==> config.mk <==
export PLATFORM = sky130hd
export DESIGN_NAME = single_cycle_risc_core_flat
export DESIGN_NICKNAME = d
export VERILOG_FILES = /design/src/rtl/scrc_pkg.sv /design/src/rtl/scrc_if.sv /design/src/rtl/single_cycle_risc_core.sv /design/src/rtl/scrc_mod.sv /design/src/rtl/scrc_ctrl.sv /design/src/rtl/scrc_dp.sv /design/src/flat_wrapper.sv
export SDC_FILE = /design/constraint.sdc
export NUM_CORES = 2
export LEC_CHECK = 0
export BUFFER_PORTS_ARGS = -buffer_cell sky130_fd_sc_hd__buf_2
export CAP_MARGIN = 25
export CORE_MARGIN = 3
export CORE_UTILIZATION = 55
export CTS_CLUSTER_DIAMETER = 50
export CTS_CLUSTER_SIZE = 40
export DETAILED_ROUTE_END_ITERATION = 10
export GPL_ROUTABILITY_DRIVEN = 0
export PLACE_DENSITY_LB_ADDON = 0.12
export SYNTH_ARGS = -nofsm -noshare
export SYNTH_HDL_FRONTEND = slang
export SYNTH_HIERARCHICAL = 1
export SYNTH_SLANG_ARGS = --single-unit
==> constraint.sdc <==
create_clock -name clk_i -period 14.3 [get_ports clk_i]
set_clock_uncertainty 0.05 [all_clocks]
set_input_delay 0.715 -clock clk_i [delete_from_list [all_inputs] [get_ports clk_i]]
set_output_delay 0.715 -clock clk_i [all_outputs]
set_load 0.1 [all_outputs]
==> src/rtl/scrc_pkg.sv <==
// shared types and constants of the single-cycle risc core
// no dependencies; compiled first

package scrc_pkg;

  localparam int unsigned XLEN   = 32;
  localparam int unsigned NREG   = 32;
  localparam int unsigned RAW    = 5;
  localparam int unsigned LEN_W  = 6;

  localparam logic [RAW-1:0]  SP_REG   = 5'd29;
  localparam logic [XLEN-1:0] SP_RESET = 32'd32;
  localparam logic [RAW-1:0]  RA_REG   = 5'd31;

  // primary opcodes
  localparam logic [5:0] OP_RTYPE = 6'd0;
  localparam logic [5:0] OP_J     = 6'd2;
  localparam logic [5:0] OP_JAL   = 6'd3;
  localparam logic [5:0] OP_BEQ   = 6'd4;
  localparam logic [5:0] OP_ADDI  = 6'd8;
  localparam logic [5:0] OP_LW    = 6'd35;
  localparam logic [5:0] OP_SW    = 6'd43;

  // r-type function codes
  localparam logic [5:0] FN_JR  = 6'd8;
  localparam logic [5:0] FN_ADD = 6'd32;
  localparam logic [5:0] FN_SUB = 6'd34;
  localparam logic [5:0] FN_AND = 6'd36;
  localparam logic [5:0] FN_OR  = 6'd37;
  localparam logic [5:0] FN_SLT = 6'd42;

  typedef struct packed {
    logic in_ready;
    logic clr_en;
    logic dec_en;
    logic mod_start;
    logic mem_we;
    logic commit;
  } ctrl_cmd_t;

  typedef struct packed {
    logic clr_last;
    logic in_valid;
    logic exec_item;
    logic mem_op;
    logic mod_done;
    logic out_free;
  } ctrl_status_t;

endpackage

==> src/rtl/scrc_if.sv <==
// valid/ready channel interfaces for input items and result items
// no dependencies

interface scrc_in_if;
  logic        valid;
  logic        ready;
  logic        cmd;
  logic [4:0]  load_index;
  logic [31:0] load_word;

  modport source (output valid, cmd, load_index, load_word, input ready);
  modport sink   (input valid, cmd, load_index, load_word, output ready);
endinterface

interface scrc_out_if;
  logic        valid;
  logic        ready;
  logic [31:0] pc_after;
  logic        halted;
  logic        reg_written;
  logic [4:0]  reg_index;
  logic [31:0] reg_value;
  logic        mem_written;
  logic [4:0]  mem_index;
  logic [31:0] mem_value;

  modport source (output valid, pc_after, halted, reg_written, reg_index, reg_value,
                  mem_written, mem_index, mem_value, input ready);
  modport sink   (input valid, pc_after, halted, reg_written, reg_index, reg_value,
                  mem_written, mem_index, mem_value, output ready);
endinterface

==> src/rtl/single_cycle_risc_core.sv <==
// top level of the load/store risc core: sequencer plus datapath
// uses scrc_pkg, scrc_if, scrc_ctrl, scrc_dp
//
//   port         dir   kind          carries
//   in_i         in    valid/ready   cmd, load_index, load_word
//   out_o        out   valid/ready   pc_after, halted, reg/mem write report
//   cfg_we_i     in    write strobe  program_length in cfg_wdata_i
//
// one item at a time; load and halted items go from acceptance straight to commit,
// alu, branch and jump items pass fetch, register read, decode and commit, and lw/sw
// also take the address remainder and a memory step; the remainder is a mask when
// DATA_DEPTH is a power of two, else a three-step reciprocal multiply
// after reset a clearing pass over max(DATA_DEPTH, 32) entries zeroes data store and register
// file, r29 getting the stack top; no item is taken then, program_length writes still are
// the result register frees the input side: a new item is taken while a result waits,
// and an item stalls only at its commit step while the previous result is untaken

module single_cycle_risc_core #(
  parameter int unsigned INSTR_DEPTH = 32,
  parameter int unsigned DATA_DEPTH  = 32
) (
  input  logic                       clk_i,
  input  logic                       rst_ni,
  input  logic                       cfg_we_i,
  input  logic [scrc_pkg::LEN_W-1:0] cfg_wdata_i,
  scrc_in_if.sink                    in_i,
  scrc_out_if.source                 out_o
);
  import scrc_pkg::*;

  ctrl_cmd_t    ctrl_cmd;
  ctrl_status_t ctrl_status;

  // input ready comes straight from the sequencer idle step
  assign in_i.ready = ctrl_cmd.in_ready;

  scrc_ctrl u_ctrl (
    .clk_i    (clk_i),
    .rst_ni   (rst_ni),
    .status_i (ctrl_status),
    .cmd_o    (ctrl_cmd)
  );

  scrc_dp #(
    .INSTR_DEPTH (INSTR_DEPTH),
    .DATA_DEPTH  (DATA_DEPTH)
  ) u_dp (
    .clk_i             (clk_i),
    .rst_ni            (rst_ni),
    .cfg_we_i          (cfg_we_i),
    .cfg_wdata_i       (cfg_wdata_i),
    .in_valid_i        (in_i.valid),
    .in_cmd_i          (in_i.cmd),
    .in_load_index_i   (in_i.load_index),
    .in_load_word_i    (in_i.load_word),
    .out_ready_i       (out_o.ready),
    .out_valid_o       (out_o.valid),
    .out_pc_after_o    (out_o.pc_after),
    .out_halted_o      (out_o.halted),
    .out_reg_written_o (out_o.reg_written),
    .out_reg_index_o   (out_o.reg_index),
    .out_reg_value_o   (out_o.reg_value),
    .out_mem_written_o (out_o.mem_written),
    .out_mem_index_o   (out_o.mem_index),
    .out_mem_value_o   (out_o.mem_value),
    .cmd_i             (ctrl_cmd),
    .status_o          (ctrl_status)
  );

endmodule

==> src/rtl/scrc_mod.sv <==
// remainder of a 32-bit value by a constant divisor
// power-of-two divisors take a mask, others an exact reciprocal multiply in multiply,
// scale-back and subtract steps; uses scrc_pkg

module scrc_mod #(
  parameter int unsigned DIVISOR = 32
) (
  input  logic                       clk_i,
  input  logic                       rst_ni,
  input  logic                       start_i,
  input  logic [scrc_pkg::XLEN-1:0]  value_i,
  output logic                       done_o,
  output logic [$clog2(DIVISOR)-1:0] rem_o
);
  import scrc_pkg::*;

  localparam int unsigned RW = $clog2(DIVISOR);

  if ((DIVISOR & (DIVISOR - 1)) == 0) begin : g_mask
    logic          done_q;
    logic [RW-1:0] rem_q;

    always_ff @(posedge clk_i or negedge rst_ni) begin
      if (!rst_ni) begin
        done_q <= 1'b0;
      end else begin
        done_q <= start_i;
      end
    end

    always_ff @(posedge clk_i) begin
      if (start_i) begin
        rem_q <= value_i[RW-1:0];
      end
    end

    assign done_o = done_q;
    assign rem_o  = rem_q;
  end else begin : g_recip
    // quotient = (x * M) >> (XLEN + RW) with M = ceil(2^(XLEN+RW) / DIVISOR)
    // is exact for every 32-bit x; remainder = x - quotient * DIVISOR
    localparam logic [63:0]   SCALE  = 64'd1 << (XLEN + RW);
    localparam logic [63:0]   M_FULL = (SCALE + 64'(DIVISOR) - 64'd1) / 64'(DIVISOR);
    localparam logic [XLEN:0] M_C    = M_FULL[XLEN:0];
    localparam int unsigned   PW     = 2 * XLEN + 1;

    logic            mul_q;
    logic            qd_en_q;
    logic            sub_q;
    logic            done_q;
    logic [XLEN-1:0] val_q;
    logic [XLEN-1:0] quo_q;
    logic [XLEN-1:0] qd_q;
    logic [RW-1:0]   rem_q;
    logic [PW-1:0]   prod;
    logic [XLEN-1:0] diff;

    always_comb begin
      prod = PW'(val_q) * PW'(M_C);
      diff = val_q - qd_q;
    end

    // stage valids: multiply, scale back, subtract
    always_ff @(posedge clk_i or negedge rst_ni) begin
      if (!rst_ni) begin
        mul_q   <= 1'b0;
        qd_en_q <= 1'b0;
        sub_q   <= 1'b0;
        done_q  <= 1'b0;
      end else begin
        mul_q   <= start_i;
        qd_en_q <= mul_q;
        sub_q   <= qd_en_q;
        done_q  <= sub_q;
      end
    end

    always_ff @(posedge clk_i) begin
      if (start_i) begin
        val_q <= value_i;
      end
      if (mul_q) begin
        quo_q <= XLEN'(prod >> (XLEN + RW));
      end
      if (qd_en_q) begin
        qd_q <= quo_q * XLEN'(DIVISOR);
      end
      if (sub_q) begin
        rem_q <= diff[RW-1:0];
      end
    end

    assign done_o = done_q;
    assign rem_o  = rem_q;
  end

endmodule

==> src/rtl/scrc_ctrl.sv <==
// sequencer of the core: clearing pass, item acceptance and instruction steps
// uses scrc_pkg command and status structs

module scrc_ctrl (
  input  logic                   clk_i,
  input  logic                   rst_ni,
  input  scrc_pkg::ctrl_status_t status_i,
  output scrc_pkg::ctrl_cmd_t    cmd_o
);
  import scrc_pkg::*;

  typedef enum logic [6:0] {
    ST_CLEAR  = 7'b0000001,
    ST_IDLE   = 7'b0000010,
    ST_FETCH  = 7'b0000100,
    ST_DECODE = 7'b0001000,
    ST_ADDR   = 7'b0010000,
    ST_MEM    = 7'b0100000,
    ST_COMMIT = 7'b1000000
  } state_e;

  state_e state_q, state_d;

  always_comb begin
    cmd_o   = '0;
    state_d = state_q;
    case (state_q)
      ST_CLEAR: begin
        cmd_o.clr_en = 1'b1;
        if (status_i.clr_last) begin
          state_d = ST_IDLE;
        end
      end
      ST_IDLE: begin
        cmd_o.in_ready = 1'b1;
        if (status_i.in_valid) begin
          state_d = status_i.exec_item ? ST_FETCH : ST_COMMIT;
        end
      end
      ST_FETCH: begin
        state_d = ST_DECODE;
      end
      ST_DECODE: begin
        cmd_o.dec_en = 1'b1;
        if (status_i.mem_op) begin
          cmd_o.mod_start = 1'b1;
          state_d         = ST_ADDR;
        end else begin
          state_d = ST_COMMIT;
        end
      end
      ST_ADDR: begin
        if (status_i.mod_done) begin
          state_d = ST_MEM;
        end
      end
      ST_MEM: begin
        cmd_o.mem_we = 1'b1;
        state_d      = ST_COMMIT;
      end
      ST_COMMIT: begin
        if (status_i.out_free) begin
          cmd_o.commit = 1'b1;
          state_d      = ST_IDLE;
        end
      end
      default: begin
        state_d = ST_IDLE;
      end
    endcase
  end

  always_ff @(posedge clk_i or negedge rst_ni) begin
    if (!rst_ni) begin
      state_q <= ST_CLEAR;
    end else begin
      state_q <= state_d;
    end
  end

endmodule

==> src/rtl/scrc_dp.sv <==
// datapath of the core: stores, register file, decode, alu and result register
// uses scrc_pkg and scrc_mod

module scrc_dp #(
  parameter int unsigned INSTR_DEPTH = 32,
  parameter int unsigned DATA_DEPTH  = 32
) (
  input  logic                           clk_i,
  input  logic                           rst_ni,
  input  logic                           cfg_we_i,
  input  logic [scrc_pkg::LEN_W-1:0]     cfg_wdata_i,
  input  logic                           in_valid_i,
  input  logic                           in_cmd_i,
  input  logic [scrc_pkg::RAW-1:0]       in_load_index_i,
  input  logic [scrc_pkg::XLEN-1:0]      in_load_word_i,
  input  logic                           out_ready_i,
  output logic                           out_valid_o,
  output logic [scrc_pkg::XLEN-1:0]      out_pc_after_o,
  output logic                           out_halted_o,
  output logic                           out_reg_written_o,
  output logic [scrc_pkg::RAW-1:0]       out_reg_index_o,
  output logic [scrc_pkg::XLEN-1:0]      out_reg_value_o,
  output logic                           out_mem_written_o,
  output logic [scrc_pkg::RAW-1:0]       out_mem_index_o,
  output logic [scrc_pkg::XLEN-1:0]      out_mem_value_o,
  input  scrc_pkg::ctrl_cmd_t            cmd_i,
  output scrc_pkg::ctrl_status_t         status_o
);
  import scrc_pkg::*;

  localparam int unsigned IAW       = $clog2(INSTR_DEPTH);
  localparam int unsigned DAW       = $clog2(DATA_DEPTH);
  localparam int unsigned CLR_DEPTH = (DATA_DEPTH > NREG) ? DATA_DEPTH : NREG;
  localparam int unsigned CW        = $clog2(CLR_DEPTH);
  localparam int unsigned MAP_N     = 2 ** LEN_W;

  // word index to instruction slot, folded at elaboration
  logic [IAW-1:0] slot_map [MAP_N];
  for (genvar g = 0; g < MAP_N; g++) begin : g_slot_map
    localparam int unsigned SLOT = g % INSTR_DEPTH;
    assign slot_map[g] = IAW'(SLOT);
  end

  logic [XLEN-1:0]  imem [INSTR_DEPTH];
  logic [XLEN-1:0]  rf   [NREG];
  logic [XLEN-1:0]  dmem [DATA_DEPTH];

  logic [LEN_W-1:0] len_q;
  logic [XLEN-1:0]  pc_q;
  logic [XLEN-1:0]  pc_inc_q;
  logic             is_load_q;
  logic             halt_q;
  logic [CW-1:0]    clr_cnt_q;
  logic [XLEN-1:0]  instr_q;
  logic [XLEN-1:0]  ra_q;
  logic [XLEN-1:0]  rb_q;
  logic [XLEN-1:0]  dmem_rd_q;

  logic             wr_q;
  logic [RAW-1:0]   widx_q;
  logic [XLEN-1:0]  wval_q;
  logic [XLEN-1:0]  next_q;
  logic             lw_q;
  logic             sw_q;
  logic [XLEN-1:0]  sdata_q;

  logic             out_valid_q;
  logic [XLEN-1:0]  out_pc_q;
  logic             out_halted_q;
  logic             out_rw_q;
  logic [RAW-1:0]   out_ridx_q;
  logic [XLEN-1:0]  out_rval_q;
  logic             out_mw_q;
  logic [RAW-1:0]   out_midx_q;
  logic [XLEN-1:0]  out_mval_q;

  logic             accept;
  logic             load_acc;
  logic             halt_now;
  logic             exec_q;
  logic             clr_in_rf;
  logic             clr_in_dm;
  logic             mod_done;
  logic [DAW-1:0]   didx;

  logic [5:0]       op;
  logic [5:0]       fn;
  logic [RAW-1:0]   rs;
  logic [RAW-1:0]   rt;
  logic [RAW-1:0]   rd;
  logic [XLEN-1:0]  imm;
  logic [XLEN-1:0]  addr_sum;
  logic             dec_wr;
  logic [RAW-1:0]   dec_widx;
  logic [XLEN-1:0]  dec_wval;
  logic [XLEN-1:0]  dec_next;
  logic             dec_lw;
  logic             dec_sw;

  logic             rf_we;
  logic [RAW-1:0]   rf_waddr;
  logic [XLEN-1:0]  rf_wdata;
  logic             dm_we;
  logic [DAW-1:0]   dm_waddr;
  logic [XLEN-1:0]  dm_wdata;
  logic [XLEN-1:0]  ld_value;

  assign accept    = cmd_i.in_ready & in_valid_i;
  assign load_acc  = accept & ~in_cmd_i;
  assign halt_now  = pc_q >= XLEN'(len_q);
  assign exec_q    = ~is_load_q & ~halt_q;
  assign clr_in_rf = {1'b0, clr_cnt_q} < (CW+1)'(NREG);
  assign clr_in_dm = {1'b0, clr_cnt_q} < (CW+1)'(DATA_DEPTH);

  // control registers
  always_ff @(posedge clk_i or negedge rst_ni) begin
    if (!rst_ni) begin
      len_q       <= '0;
      pc_q        <= '0;
      is_load_q   <= 1'b0;
      halt_q      <= 1'b0;
      clr_cnt_q   <= '0;
      out_valid_q <= 1'b0;
    end else begin
      if (cfg_we_i) begin
        len_q <= cfg_wdata_i;
      end
      if (accept) begin
        is_load_q <= ~in_cmd_i;
        halt_q    <= in_cmd_i & halt_now;
      end
      if (cmd_i.clr_en) begin
        clr_cnt_q <= clr_cnt_q + CW'(1);
      end
      if (cmd_i.commit && exec_q) begin
        pc_q <= next_q;
      end
      if (cmd_i.commit) begin
        out_valid_q <= 1'b1;
      end else if (out_ready_i) begin
        out_valid_q <= 1'b0;
      end
    end
  end

  always_ff @(posedge clk_i) begin
    pc_inc_q <= pc_q + XLEN'(1);
  end

  // instruction store, read continuously at the pc's slot, also past the program length
  always_ff @(posedge clk_i) begin
    if (load_acc) begin
      imem[slot_map[LEN_W'(in_load_index_i)]] <= in_load_word_i;
    end
    instr_q <= imem[slot_map[pc_q[LEN_W-1:0]]];
  end

  // decode and execute
  always_comb begin
    op       = instr_q[31:26];
    rs       = instr_q[25:21];
    rt       = instr_q[20:16];
    rd       = instr_q[15:11];
    fn       = instr_q[5:0];
    imm      = {{(XLEN-16){instr_q[15]}}, instr_q[15:0]};
    addr_sum = ra_q + imm;
    dec_wr   = 1'b0;
    dec_widx = rd;
    dec_wval = '0;
    dec_next = pc_inc_q;
    dec_lw   = 1'b0;
    dec_sw   = 1'b0;
    case (op)
      OP_RTYPE: begin
        dec_wr = 1'b1;
        case (fn)
          FN_ADD: dec_wval = ra_q + rb_q;
          FN_SUB: dec_wval = ra_q - rb_q;
          FN_AND: dec_wval = ra_q & rb_q;
          FN_OR:  dec_wval = ra_q | rb_q;
          FN_SLT: dec_wval = XLEN'($signed(ra_q) < $signed(rb_q));
          FN_JR: begin
            dec_wr   = 1'b0;
            dec_next = ra_q;
          end
          default: dec_wr = 1'b0;
        endcase
      end
      OP_LW: begin
        dec_lw   = 1'b1;
        dec_wr   = 1'b1;
        dec_widx = rt;
      end
      OP_SW: begin
        dec_sw = 1'b1;
      end
      OP_BEQ: begin
        if (ra_q == rb_q) begin
          dec_next = pc_inc_q + imm;
        end
      end
      OP_ADDI: begin
        dec_wr   = 1'b1;
        dec_widx = rt;
        dec_wval = addr_sum;
      end
      OP_J: begin
        dec_next = {6'b0, instr_q[25:0]};
      end
      OP_JAL: begin
        dec_wr   = 1'b1;
        dec_widx = RA_REG;
        dec_wval = pc_inc_q;
        dec_next = {6'b0, instr_q[25:0]};
      end
      default: begin
        dec_wr = 1'b0;
      end
    endcase
  end

  always_ff @(posedge clk_i) begin
    if (cmd_i.dec_en) begin
      wr_q    <= dec_wr & (dec_widx != '0);
      widx_q  <= dec_widx;
      wval_q  <= dec_wval;
      next_q  <= dec_next;
      lw_q    <= dec_lw;
      sw_q    <= dec_sw;
      sdata_q <= rb_q;
    end
  end

  // register file: clearing pass writes zero, r29 gets the stack top
  assign ld_value = lw_q ? dmem_rd_q : wval_q;
  assign rf_we    = (cmd_i.clr_en & clr_in_rf) | (cmd_i.commit & exec_q & wr_q);
  assign rf_waddr = cmd_i.clr_en ? clr_cnt_q[RAW-1:0] : widx_q;
  assign rf_wdata = cmd_i.clr_en ? ((clr_cnt_q[RAW-1:0] == SP_REG) ? SP_RESET : '0) : ld_value;

  always_ff @(posedge clk_i) begin
    if (rf_we) begin
      rf[rf_waddr] <= rf_wdata;
    end
    ra_q <= rf[instr_q[25:21]];
    rb_q <= rf[instr_q[20:16]];
  end

  scrc_mod #(
    .DIVISOR (DATA_DEPTH)
  ) u_mod (
    .clk_i   (clk_i),
    .rst_ni  (rst_ni),
    .start_i (cmd_i.mod_start),
    .value_i (addr_sum),
    .done_o  (mod_done),
    .rem_o   (didx)
  );

  // data store
  assign dm_we    = (cmd_i.clr_en & clr_in_dm) | (cmd_i.mem_we & sw_q);
  assign dm_waddr = cmd_i.clr_en ? clr_cnt_q[DAW-1:0] : didx;
  assign dm_wdata = cmd_i.clr_en ? '0 : sdata_q;

  always_ff @(posedge clk_i) begin
    if (dm_we) begin
      dmem[dm_waddr] <= dm_wdata;
    end
    dmem_rd_q <= dmem[didx];
  end

  // result register
  always_ff @(posedge clk_i) begin
    if (cmd_i.commit) begin
      out_pc_q     <= exec_q ? next_q : pc_q;
      out_halted_q <= halt_q;
      out_rw_q     <= exec_q & wr_q;
      out_ridx_q   <= (exec_q & wr_q) ? widx_q : '0;
      out_rval_q   <= (exec_q & wr_q) ? ld_value : '0;
      out_mw_q     <= exec_q & sw_q;
      out_midx_q   <= (exec_q & (lw_q | sw_q)) ? RAW'(didx) : '0;
      out_mval_q   <= (exec_q & sw_q) ? sdata_q :
                      (exec_q & lw_q) ? dmem_rd_q : '0;
    end
  end

  assign out_valid_o       = out_valid_q;
  assign out_pc_after_o    = out_pc_q;
  assign out_halted_o      = out_halted_q;
  assign out_reg_written_o = out_rw_q;
  assign out_reg_index_o   = out_ridx_q;
  assign out_reg_value_o   = out_rval_q;
  assign out_mem_written_o = out_mw_q;
  assign out_mem_index_o   = out_midx_q;
  assign out_mem_value_o   = out_mval_q;

  always_comb begin
    status_o           = '0;
    status_o.clr_last  = clr_cnt_q == CW'(CLR_DEPTH - 1);
    status_o.in_valid  = in_valid_i;
    status_o.exec_item = in_cmd_i & ~halt_now;
    status_o.mem_op    = dec_lw | dec_sw;
    status_o.mod_done  = mod_done;
    status_o.out_free  = ~out_valid_q | out_ready_i;
  end

endmodule

==> src/flat_wrapper.sv <==
// flat-port wrapper written by rule: the top's interface ports become plain ports
module single_cycle_risc_core_flat import scrc_pkg::*;
#(
  parameter int unsigned INSTR_DEPTH = 32,
  parameter int unsigned DATA_DEPTH  = 32
)
  (clk_i, rst_ni, cfg_we_i, cfg_wdata_i, in_i_valid, in_i_cmd, in_i_load_index, in_i_load_word, in_i_ready, out_o_valid, out_o_pc_after, out_o_halted, out_o_reg_written, out_o_reg_index, out_o_reg_value, out_o_mem_written, out_o_mem_index, out_o_mem_value, out_o_ready);
  scrc_in_if in_i_i ();
  scrc_out_if out_o_i ();
  input  logic clk_i;
  input  logic rst_ni;
  input  logic cfg_we_i;
  input  logic [scrc_pkg::LEN_W-1:0] cfg_wdata_i;
  input wire logic [$bits(in_i_i.valid)-1:0] in_i_valid;
  input wire logic [$bits(in_i_i.cmd)-1:0] in_i_cmd;
  input wire logic [$bits(in_i_i.load_index)-1:0] in_i_load_index;
  input wire logic [$bits(in_i_i.load_word)-1:0] in_i_load_word;
  output wire logic [$bits(in_i_i.ready)-1:0] in_i_ready;
  output wire logic [$bits(out_o_i.valid)-1:0] out_o_valid;
  output wire logic [$bits(out_o_i.pc_after)-1:0] out_o_pc_after;
  output wire logic [$bits(out_o_i.halted)-1:0] out_o_halted;
  output wire logic [$bits(out_o_i.reg_written)-1:0] out_o_reg_written;
  output wire logic [$bits(out_o_i.reg_index)-1:0] out_o_reg_index;
  output wire logic [$bits(out_o_i.reg_value)-1:0] out_o_reg_value;
  output wire logic [$bits(out_o_i.mem_written)-1:0] out_o_mem_written;
  output wire logic [$bits(out_o_i.mem_index)-1:0] out_o_mem_index;
  output wire logic [$bits(out_o_i.mem_value)-1:0] out_o_mem_value;
  input wire logic [$bits(out_o_i.ready)-1:0] out_o_ready;
  assign in_i_i.valid = in_i_valid;
  assign in_i_i.cmd = in_i_cmd;
  assign in_i_i.load_index = in_i_load_index;
  assign in_i_i.load_word = in_i_load_word;
  assign in_i_ready = in_i_i.ready;
  assign out_o_valid = out_o_i.valid;
  assign out_o_pc_after = out_o_i.pc_after;
  assign out_o_halted = out_o_i.halted;
  assign out_o_reg_written = out_o_i.reg_written;
  assign out_o_reg_index = out_o_i.reg_index;
  assign out_o_reg_value = out_o_i.reg_value;
  assign out_o_mem_written = out_o_i.mem_written;
  assign out_o_mem_index = out_o_i.mem_index;
  assign out_o_mem_value = out_o_i.mem_value;
  assign out_o_i.ready = out_o_ready;
  single_cycle_risc_core #(.INSTR_DEPTH(INSTR_DEPTH), .DATA_DEPTH(DATA_DEPTH)) u_core (.clk_i(clk_i), .rst_ni(rst_ni), .cfg_we_i(cfg_we_i), .cfg_wdata_i(cfg_wdata_i), .in_i(in_i_i), .out_o(out_o_i));
endmodule
==> impl_metrics.tcl <==
set metrics [dict create \
    layout.nets 8045 \
    period_needed_ns 5.41 \
    setup-violations-final 0 \
    netSwitchingFraction_pct 34.9 \
    drive_above_1_share_pct 32.5 \
    antenna_found_initial 41 \
    use_met3_pct 5.47 \
    syn_inst 7486 \
    dieArea_um2 276000 \
    overflow 0 \
    drtIter0Drc 10300 \
    crit_buf_inv 3 \
    cts.sinks 3504 \
    placed_cell_area_um2 155000 \
    insertion_delay_ns 0.96 \
    hold_violations 0 \
    cts_tree "done" \
    utilization_pct 62.4 \
    placedCellCount 11000 \
    grt_busiest_layer "met2" \
    htreeDepth 5 \
    ys.warnings.count 6 \
    grt_pass1_vias 79200 \
    io_pins 160 \
    tns_ns 0 \
    p_comb_share_pct 32.9 \
    fillers 18300 \
    cp_slowest_cell "buf_4" \
    crit_path_max_incr_delay_ns 0.83 \
    post-place-ws_ns 8.99 \
    cts_setup_buffers 0 \
    multiInputGateArea_um2 43700 \
    critPathMaxFanout 59 \
    cp.required_ns 14.80 \
    crit_chain "or3_4 > or3_4 > nor2_4 > buf_4 > buf_4 > nand2_1 > o21ai_0 > nand2_1 > nor2_4 > buf_4" \
    dr.pass1.iters 10 \
    timing.hold.ws_ns 0.0763 \
    maxCapViolCount 0 \
    cts_buffers 335 \
    port_buffers 159 \
    stdcell_area_um2 167000 \
    ant_nets 0 \
    area_delta_synth_final_pct 12.8 \
    setup.worst_path.end_class "flop" \
    design.core.area_um2 268000 \
    crit_family "simple AND/OR/NAND/NOR gates" \
    clkSlewWorstSetupHoldPaths_ns 0.07 \
    clock-root-buffer "clkbuf_16" \
    clockBufferDepth 4 \
    seq_power_share_pct 38.2 \
    rsz0062_at_grt "false" \
    hold_class "in -> reg" \
    start_kind "flop" \
    switchingPower_mw 11.4 \
    outcome "finished clean" \
    fin_crit_sh_pct 37.8 \
    final_max_slew_viol_count 0 \
    arrival_ns 5.91 \
    drt_wl_total_um 416000 \
    die_h_um 525 \
    power.internal_mw 21.2 \
    rows 190 \
    cpMostUsedCell "buf_4" \
    worstSetupPathType "reg -> reg" \
    p_clk_share_pct 28.9 \
    num_vias 79400 \
    max-slew-margin-rel_pct 22.8 \
    final_cell_count_no_fill 11700 \
    avgSynthCellArea_um2 19.8 \
    power.density_nw_per_um2 194 \
    die_x_um 525 \
    vdd_ir_drop_max_uv 163 \
    synth_nets 7718 \
    seq_area_um2 103000 \
    use_met1_pct 42.9 \
    wl_per_cell_um 35.6 \
    drc 0 \
    worst_slew_pin_slew_ns 1.13 \
    grtUsageTotal_pct 30.2 \
    p_leak_nw 54.3 \
    netlist_area_um2 148000 \
    start_util_pct 55.3 \
    grt_max_degree 133 \
    hpwlAfterDp_um 257000 \
    grt_pass1_wl_um 594000 \
    fin_ws_ns 8.89 \
    max_freq_mhz 185 \
    use_met2_pct 47.5 \
    routed_via_density 6.80 \
    p_total_mw 32.5 \
]
==> worst register-to-register path, stage by stage (launching register included) <==
cell and delay, ns:
dfrtp_1 0.49, or3_4 0.42, or3_4 0.38, nor2_4 0.11
buf_4 0.43, buf_4 0.88, nand2_1 0.30, o21ai_0 0.22
nand2_1 0.53, nor2_4 0.78, buf_4 0.44
==> area by class of cell <==
type / count / share of cell area (%)
multi-input cells: 3412 / 26.1
inverters: 134 / 0.302
flip-flops and latches: 3504 / 61.8
well taps: 3552 / 2.66
clock inverters: 262 / 1.93
clock buffers: 362 / 5.21
repair buffers: 426 / 1.94
diodes: 23 / 0.0344
==> sequential cells by signal (all words and copies together) (netlist names), 6 cells and up <==
register,count
u_core/u_dp/dmem_rd_q,32
u_core/u_dp/ra_q,32
u_core/u_dp/instr_q,32
u_core/u_dp/out_pc_after_o,32
u_core/u_dp/sdata_q,32
u_core/u_dp/len_q,6
u_core/u_ctrl/state_q,7
u_core/u_dp/dmem,1024
u_core/u_dp/pc_inc_q,32
u_core/u_dp/out_reg_value_o,32
u_core/u_dp/pc_q,32
u_core/u_dp/imem,1024
u_core/u_dp/rb_q,32
u_core/u_dp/wval_q,32
u_core/u_dp/next_q,32
u_core/u_dp/out_mem_value_o,32
u_core/u_dp/rf,1024
==> placed cells by master (no fill, tap or decap), drive strengths merged, types with 9 or more instances in the layout <==
cell	n
bufinv	13
mux2i	47
a21oi	197
ha	179
nand2	380
o31ai	16
mux4	1280
a222oi	35
clkinv	114
inv	252
nand2b	19
o21a	11
a31oi	10
clkinvlp	17
o21bai	18
a21o	54
a21boi	9
nor2	359
nor2b	48
nand3	42
mux2	129
a22oi	20
o211ai	19
a211oi	21
buf	418
a2111oi	10
o21ai	132
nand4	25
nor3	55
and2	14
dfxtp	160
dfrtp	53
xor2	29
nor4	18
edfxtp	3290
and3	32
clkbuf	363
diode	23
xnor2	88
==> final timing paths <==
kind	start	slack, ns	endpoint	cells after the start
setup / recovery	u_core/u_ctrl/state_q[2]	8.89	u_core/u_dp/rf[25][24]	10
hold / removal	cfg_we_i	0.08	u_core/u_dp/len_q[2]	2
setup reg to reg	u_core/u_ctrl/state_q[2]	8.89	u_core/u_dp/rf[25][24]	10
hold reg to reg	u_core/u_dp/u_mod/done_o	0.43	u_core/u_ctrl/state_q[5]	1
max in group asynchronous	rst_ni	13.08	u_core/u_dp/pc_q[2]	3
min in group asynchronous	rst_ni	0.48	u_core/u_dp/len_q[1]	3
==> metal layers <==
| layer | vias to the layer above | wire length, um |
|---|---|---|
| li1 | 31800 | - |
| met1 | 42400 | 158000 |
| met2 | 4376 | 199000 |
| met3 | 745 | 39800 |
| met4 | 16 | 18300 |
| met5 | - | 105 |
==> repair_timing <==
action	CTS	global route
endpoints found under the hold margin	59	0
gates resized for setup	0	0
hold buffers	7	0
==> power by group through the flow <==
stage	logic (mW)	registers (mW)	clock network (mW)
2_1_floorplan	7.28	12.5	0
3_3_place_gp	10.5	12.6	0
3_5_place_dp	10.6	12.6	0
4_1_cts	10.6	12.4	9.54
5_1_grt	11.3	12.5	9.95
6_report	10.7	12.4	9.39
Note: power is estimated with default switching activity, not from simulation.
